<file path="src/hw/rtl/tdsq_pkg.sv">
package tdsq_pkg;

  localparam int QUEUE_DEPTH_DEF = 32;
  localparam int COORD_W         = 32;
  localparam int HANDLE_W        = 16;
  localparam int KEY_W           = 32;
  localparam int CFG_IDX_W       = 2;

  // Product of two Q16.16 values is Q32.32; after the floor shift it keeps 48 bits.
  localparam int PROD_W  = 2 * COORD_W;
  localparam int SHIFT_W = PROD_W - 16;
  // Three shifted products plus the offset, summed exactly.
  localparam int SUM_W   = SHIFT_W + 3;

  typedef enum logic [1:0] {
    KIND_CLEAR  = 2'd0,
    KIND_INSERT = 2'd1,
    KIND_FLUSH  = 2'd2,
    KIND_NONE   = 2'd3
  } kind_t;

  typedef enum logic [CFG_IDX_W-1:0] {
    CFG_VIEW_X      = 2'd0,
    CFG_VIEW_Y      = 2'd1,
    CFG_VIEW_Z      = 2'd2,
    CFG_VIEW_OFFSET = 2'd3
  } cfg_idx_t;

  typedef enum logic [1:0] {
    ST_IDLE,
    ST_KEY,
    ST_FLUSH
  } state_t;

  typedef struct packed {
    logic [COORD_W-1:0] min_x;
    logic [COORD_W-1:0] min_y;
    logic [COORD_W-1:0] min_z;
    logic [COORD_W-1:0] max_x;
    logic [COORD_W-1:0] max_y;
    logic [COORD_W-1:0] max_z;
  } box_t;

  typedef struct packed {
    logic [COORD_W-1:0] col_x;
    logic [COORD_W-1:0] col_y;
    logic [COORD_W-1:0] col_z;
    logic [COORD_W-1:0] offset;
  } view_t;

  typedef struct packed {
    logic [KEY_W-1:0]    key;
    logic [HANDLE_W-1:0] frame;
    logic [HANDLE_W-1:0] pkg;
  } entry_t;

  typedef struct packed {
    logic ins;
    logic rot;
  } row_ctl_t;

endpackage

</file>
<file path="src/hw/rtl/tdsq_depth_unit.sv">
module tdsq_depth_unit (
  input  logic                        clk,
  input  logic                        rst_n,
  input  logic                        start_i,
  input  tdsq_pkg::box_t              box_i,
  input  tdsq_pkg::view_t             view_i,
  output logic                        done_o,
  output logic [tdsq_pkg::KEY_W-1:0]  key_o
);
  import tdsq_pkg::*;

  localparam logic [2:0] LAST_MUL = 3'd5;
  localparam logic [2:0] SAT_STEP = 3'd7;

  // Depth is linear per axis, so the deepest corner takes the larger product on each
  // axis; saturation is monotonic and is applied once at the end.
  box_t                      box_r;
  logic                      busy_r;
  logic [2:0]                step_r;
  logic [2:0]                step_prev;
  logic                      done_r;
  logic signed [PROD_W-1:0]  prod_r;
  logic signed [SHIFT_W-1:0] amax_r;
  logic signed [SUM_W-1:0]   sum_r;
  logic [KEY_W-1:0]          key_r;

  logic signed [COORD_W-1:0] coord;
  logic signed [COORD_W-1:0] col;
  logic signed [PROD_W-1:0]  prod_nxt;
  logic signed [SHIFT_W-1:0] shifted;
  logic signed [SHIFT_W-1:0] axis_max;
  logic [KEY_W-1:0]          sat_key;

  always_comb begin
    case (step_r)
      3'd0:    coord = box_r.min_x;
      3'd1:    coord = box_r.max_x;
      3'd2:    coord = box_r.min_y;
      3'd3:    coord = box_r.max_y;
      3'd4:    coord = box_r.min_z;
      default: coord = box_r.max_z;
    endcase
    case (step_r[2:1])
      2'd0:    col = view_i.col_x;
      2'd1:    col = view_i.col_y;
      default: col = view_i.col_z;
    endcase
  end

  assign prod_nxt  = PROD_W'(coord) * PROD_W'(col);
  assign shifted   = prod_r[PROD_W-1:16];
  assign axis_max  = (shifted > amax_r) ? shifted : amax_r;
  assign step_prev = step_r - 3'd1;

  always_comb begin
    if (sum_r > SUM_W'(signed'({1'b0, {(KEY_W-1){1'b1}}}))) begin
      sat_key = {1'b0, {(KEY_W-1){1'b1}}};
    end else if (sum_r < -SUM_W'(signed'({1'b0, 1'b1, {(KEY_W-1){1'b0}}}))) begin
      sat_key = {1'b1, {(KEY_W-1){1'b0}}};
    end else begin
      sat_key = sum_r[KEY_W-1:0];
    end
  end

  always_ff @(posedge clk) begin
    if (!rst_n) begin
      busy_r <= 1'b0;
      step_r <= 3'd0;
      done_r <= 1'b0;
    end else begin
      done_r <= 1'b0;
      if (start_i) begin
        busy_r <= 1'b1;
        step_r <= 3'd0;
      end else if (busy_r) begin
        step_r <= step_r + 3'd1;
        if (step_r == SAT_STEP) begin
          busy_r <= 1'b0;
          done_r <= 1'b1;
        end
      end
    end
  end

  always_ff @(posedge clk) begin
    if (start_i) begin
      box_r <= box_i;
      sum_r <= SUM_W'(signed'(view_i.offset));
    end else if (busy_r) begin
      if (step_r <= LAST_MUL) begin
        prod_r <= prod_nxt;
      end
      if (step_r != 3'd0 && step_r != SAT_STEP) begin
        if (!step_prev[0]) begin
          amax_r <= shifted;
        end else begin
          sum_r <= sum_r + SUM_W'(axis_max);
        end
      end
      if (step_r == SAT_STEP) begin
        key_r <= sat_key;
      end
    end
  end

  assign done_o = done_r;
  assign key_o  = key_r;

endmodule

</file>
<file path="config.mk">
export PLATFORM = sky130hd
export DESIGN_NAME = tdsq_depth_unit
export DESIGN_NICKNAME = d
export VERILOG_FILES = /design/src/hw/rtl/tdsq_pkg.sv /design/src/hw/rtl/tdsq_depth_unit.sv
export SDC_FILE = /design/constraint.sdc
export NUM_CORES = 2
export LEC_CHECK = 0
export BUFFER_PORTS_ARGS = -buffer_cell sky130_fd_sc_hd__buf_2
export CORE_MARGIN = 4
export CORE_UTILIZATION = 57
export DETAILED_ROUTE_END_ITERATION = 12
export HOLD_SLACK_MARGIN = 0.15
export PLACE_DENSITY = 0.87
export SYNTH_ARGS = -nofsm -noshare
export SYNTH_HDL_FRONTEND = slang
export SYNTH_SLANG_ARGS = --single-unit
export TNS_END_PERCENT = 10
</file>
<file path="constraint.sdc">
create_clock -name clk -period 23.2 [get_ports clk]
set_input_delay 2.32 -clock clk [delete_from_list [all_inputs] [get_ports clk]]
set_output_delay 2.32 -clock clk [all_outputs]
set_load 0.005 [all_outputs]
</file>
Word-level counts from Yosys, hierarchy flattened
Index checks and enable logic that the tools add are counted.
Storage, ports and cells
  register bits after elaboration: 392
  input bits: 323
  output and inout bits: 33
  word-level logic and storage cells: 57
Cells by class
  add/subtract/negate cells: 3
  $mul: 1
  magnitude comparators: 4
  equal/unequal tests: 7
  mux-type cells: 12
  bitwise operators: 4
  reduce and logical (&&, ||, !) cells: 13
Operators by type and width (number)
  2-to-1 mux 51 bit: 4
  one-hot mux 32 bit (5 select lines): 1
  multiplier 32 x 32 -> 64 bit: 1
  one-hot mux 32 bit (2 select lines): 1
  adder 51 x 48 -> 51 bit: 1
  greater-than comparator 51 x 32 -> 1 bit, second input constant: 1
  < comparator 51 x 32 -> 1 bit, second input constant: 1
  greater-than comparator 48 bit: 1
  2-to-1 mux 48 bit: 1
  2-to-1 mux 32 bit: 1
  AND reduction 3 bit: 3
  == test 3 x 2 -> 1 bit, second input constant: 2
  == test 3 bit, second input constant: 2
  nonzero test 2 bit: 3
  2-to-1 mux 1 bit: 4
  inverter 1 bit: 4
  AND reduction 4 bit: 1
  adder 3 x 1 -> 3 bit, second input constant: 1
  == test 3 x 1 -> 1 bit, second input constant: 1
  <= comparator 3 bit, second input constant: 1
  logical NOT 3 bit: 1
  != test 3 bit, second input constant: 1
  nonzero test 3 bit: 1
  OR reduction 3 bit: 1
  5 further kinds: 5

Depth between registers and ports, before layout
  depth after elaboration: 7
  depth in mapped cells: 40

Worst setup path after synthesis
No wires, ideal clock.
  path kind: input port to flip-flop
  start: input port view_i[71] (netlist name)
  end: register prod_r[61], data pin
  setup time: 0.260 ns
  data arrival time: 9.994 ns
  required time: 22.940 ns
  slack: 12.946 ns
  cell stages on the path: 31
  buffers on the path: 2
  cell sequence: mux2i_1 o21a_1 clkbuf_1 nor2_1 fa_1 inv_1 fa_1 inv_1 fa_1 fa_1 inv_1 fa_1 inv_1 fa_1 inv_1 fa_1 inv_1 fa_1 ha_1 clkbuf_1 a21oi_1 o21bai_1 a21oi_1 nor2b_1 o21a_1 o21a_1 o21ai_0 nand2b_1 a2111oi_0 nor2_1 xor2_1
Between the ends
  longest elaborated chain between the ends: 2
Ends and longest elaborated chain
  start: declaration: RTL line tdsq_depth_unit.sv:6  | input tdsq_pkg::view_t view_i,
  one-hot mux 32 bit (2 select lines): RTL line tdsq_depth_unit.sv:43  | case (step_r[2:1])
  multiplier 32 x 32 -> 64 bit: RTL line tdsq_depth_unit.sv:50  | assign prod_nxt = PROD_W'(coord) * PROD_W'(col);
  named net prod_nxt[61]: RTL line tdsq_depth_unit.sv:29  | logic signed [PROD_W-1:0] prod_nxt;
  end signal: assignment: RTL line tdsq_depth_unit.sv:91  | prod_r <= prod_nxt;
  end: declaration: RTL line tdsq_depth_unit.sv:22  | logic signed [PROD_W-1:0] prod_r;
The timed path passes the listed nets, and every way through them passes these cells.
A chain may end at the register's enable or synchronous reset.

Final worst setup path
  start: register step_r[1]
  end: register prod_r[61], data pin
Between the ends
  longest elaborated chain between the ends: 3
Ends and longest elaborated chain
  start: declaration: RTL line tdsq_depth_unit.sv:19  | logic [2:0] step_r;
  start signal: assignment: RTL line tdsq_depth_unit.sv:76  | step_r <= step_r + 3'd1;
  == test 3 bit, or another cell as far along: RTL line tdsq_depth_unit.sv:35  | case (step_r)
  one-hot mux 32 bit (5 select lines) / one-hot mux 32 bit (2 select lines) (equally long branches): RTL line tdsq_depth_unit.sv:35, tdsq_depth_unit.sv:43
  multiplier 32 x 32 -> 64 bit *: RTL line tdsq_depth_unit.sv:50
  named net prod_nxt[61]: RTL line tdsq_depth_unit.sv:29
Mark *: on every way through the listed nets, which the timed path passes. The rest lies on a longest branch.

==> flow_summary.toml <==
[status]
status = "finished clean"

[logic_synthesis]
post_synth_and_or_nand_nor_area_fraction_pct = 10.95
syn_area_mm2 = 0.05338
synth-xor-area-share_pct = 1.821
yosysSeqAreaShare_pct = 21.06
syn_inst = 5277
synth.most_common_cell = "fa_1"
synth_common_cells = "fa_1, inv_1, nor2_1"
synth-edff-count = 371
synth.largest_area_cell = "fa_1"
synth_compound_area_share_pct = 6.992
syn_nets = 6966
synth_top_cell_area_share_pct = 40.58
muxShareOfSynthArea_pct = 2.951
synth_cell_type_count = 78
synthTopCellsByArea = "fa_1, edfxtp_1, inv_1, ha_1, nor2_1"
synth_ff_type = "edfxtp_1"
ys_ff_latch = 376
syn_area_per_cell_um2 = 10.12
async_flop_share_pct = 0
synth_top_family_by_area = "adder cells"
ys_warn_count = 0
yosys.area_share.adder_pct = 47.23

[cts]
clock-root-buffer = "clkbuf_16"
post_cts_buffers = 0
postCtsResizedCells = 0
cts.clk_slew.worst_paths_ps = 60
insertion_delay_ps = 630
hold_buffers = 0
cts_inserted_buffers = 42
ctsHtreeMaxLevel = 2
cts_sinks = 376
cts_tree = "done"
cts_max_path_buffers = 3

[global_route]
grt_usage_pct = 33.06
overflow = 0
antenna_found_initial = 21
first_global_vias = 45010
grt_pass1_wl_um = 248400
grt_max_degree = 194

[routing]
wl_per_cell_um = 23.44
vias = 41400
first_pass_iters = 10
drc_errors = 0
totalWireLength_um = 159600
via_per_inst = 6.079
drt-initial-drc-count = 4814
postRouteAntennaNets = 0

[timing]
setup_slack_ps = 10820
max_freq_mhz = 80.79
rsz0062_at_grt = "false"
finalSetupTns_ps = 0
skew_ps = 41.92
setup_violations = 0
post-route-min-period_ps = 12380
fin_crit_sh_pct = 53.35
relSlewSlack_pct = 14.57
worstMarginPinSlew_ps = 1273
drv_slew = 0
hold_violations = 0

[worst_hold_path]
hp-class = "flip-flop to flip-flop"
min_path_cells = 0
hold_end = "amax_r[0]$_DFFE_PP_"
min_from = "prod_r[16]$_DFFE_PP_"

[critical_path]
path_delay_family = "adder cells"
crit_arrival_ps = 12740
rr_worst_depth = 33
start_kind = "flip-flop"
crit_top_cell = "fa_1"
rr_startpoint = "step_r[1]$_SDFFE_PP0P_"
crit_required_ps = 23560
crit_fanout = 37
cp_slowest_cell = "dfxtp_2"
r2r_slack_ps = 10820
endpoint_kind = "flip-flop"
critPathKind = "flip-flop to flip-flop"
r2r_end = "prod_r[61]$_DFFE_PP_"
cpPeakStageDelay_ps = 1130
path_buf_inv = 7

[floorplan]
die_h_um = 314.0
dieArea_mm2 = 0.09861
rows = 111
initial_core_util_pct = 57.89
ios = 356
core-area_mm2 = 0.09222
die-width_um = 314.0

[cells_and_area]
nets = 7203
drive_gt1_share_pct = 11.40
syn_to_final_growth_pct = 8.496

[placed_design]
gp_congestion = 1.003
portBuffers = 355
pre_cts_ws_ps = 11130
dp_hpwl_um = 123500

[flow_run]
drv.max_cap_violation_count = 0
-- cell families after synthesis --
group | Yosys count
and+or+nand+nor | 1430
xor gates and xnor gates | 111
AOI/OAI and AO/OA | 571
DFF | 376
buffers and inverters | 1276
adders and majority gates | 1366
muxes | 147
-- registers in the layout (all words and copies together) (netlist names) --
signal	count
key_o	32
done_o	1
step_r	3
sum_r	51
busy_r	1
amax_r	48
prod_r	48
box_r	192
-- metrics by stage --
stage | hold slack, ps | instance area (um^2) | utilization (%) | std cells
after detailed placement | 467.7 | 56540 | 61.31 | 6713
after CTS | 480.3 | 57860 | 62.74 | 6787
after global placement | 434.5 | 56540 | 61.31 | 6713
after global routing | 482.4 | 57900 | 62.78 | 6802
final | 479.3 | 57920 | 62.81 | 6811
after floorplan | 426.4 | 53380 | - | 5277
-- routing by layer --
| layer | vias up | routed length (um) | global-route usage [%] |
|---|---|---|---|
| met5 | - | 56 | 0 |
| met4 | 8 | 13140 | 21.07 |
| li1 | 16940 | - | - |
| met1 | 20540 | 52600 | 39.02 |
| met2 | 2996 | 73750 | 53.12 |
| met3 | 919 | 20070 | 9.914 |
-- worst max-delay path by stage --
stage | startpoint | to | slack (ps) | cells after the start
2_1_floorplan | view_i[71] | prod_r[61]$_DFFE_PP_ | 12950 | 31
3_3_place_gp | step_r[1]$_SDFFE_PP0P_ | prod_r[61]$_DFFE_PP_ | 11380 | 33
3_5_place_dp | step_r[1]$_SDFFE_PP0P_ | prod_r[61]$_DFFE_PP_ | 11130 | 33
4_1_cts | step_r[1]$_SDFFE_PP0P_ | prod_r[61]$_DFFE_PP_ | 11040 | 33
5_1_grt | step_r[1]$_SDFFE_PP0P_ | prod_r[61]$_DFFE_PP_ | 10130 | 33
6_report | step_r[1]$_SDFFE_PP0P_ | prod_r[61]$_DFFE_PP_ | 10820 | 33
-- cell usage in the layout (no fill, tap or decap), types with 11 or more instances in the layout --
cell / count
xnor2_1: 65
mux2_2: 82
nand3_1: 29
nor3_1: 12
diode_2: 24
o21ai_2: 11
buf_2: 354
o21a_1: 33
nor2b_1: 18
ha_1: 284
edfxtp_1: 371
inv_1: 1034
o21ai_0: 146
a21o_1: 64
and2_1: 23
clkbuf_16: 43
a222oi_1: 31
nand4_1: 28
and3_1: 13
fa_1: 1082
o21ai_1: 15
mux2i_1: 56
nor2_1: 630
a21oi_1: 128
a22oi_1: 31
nand2_1: 612
buf_4: 78
nand2b_1: 29
xor2_1: 46
o21bai_1: 17
-- final cells by class --
class	instances	area [um^2]
tap	1243	1555
antenna	24	60.06
sequential	376	11250
timing repair buffer	434	2392
fill	7087	34300
inverter	1035	3885
clock inverter	27	230.2
clock buffer	47	1091
multi-input combinational	3625	37460
Power is not shown: default switching activity piles up to over one toggle a cycle in this logic, so the estimate is an artifact.
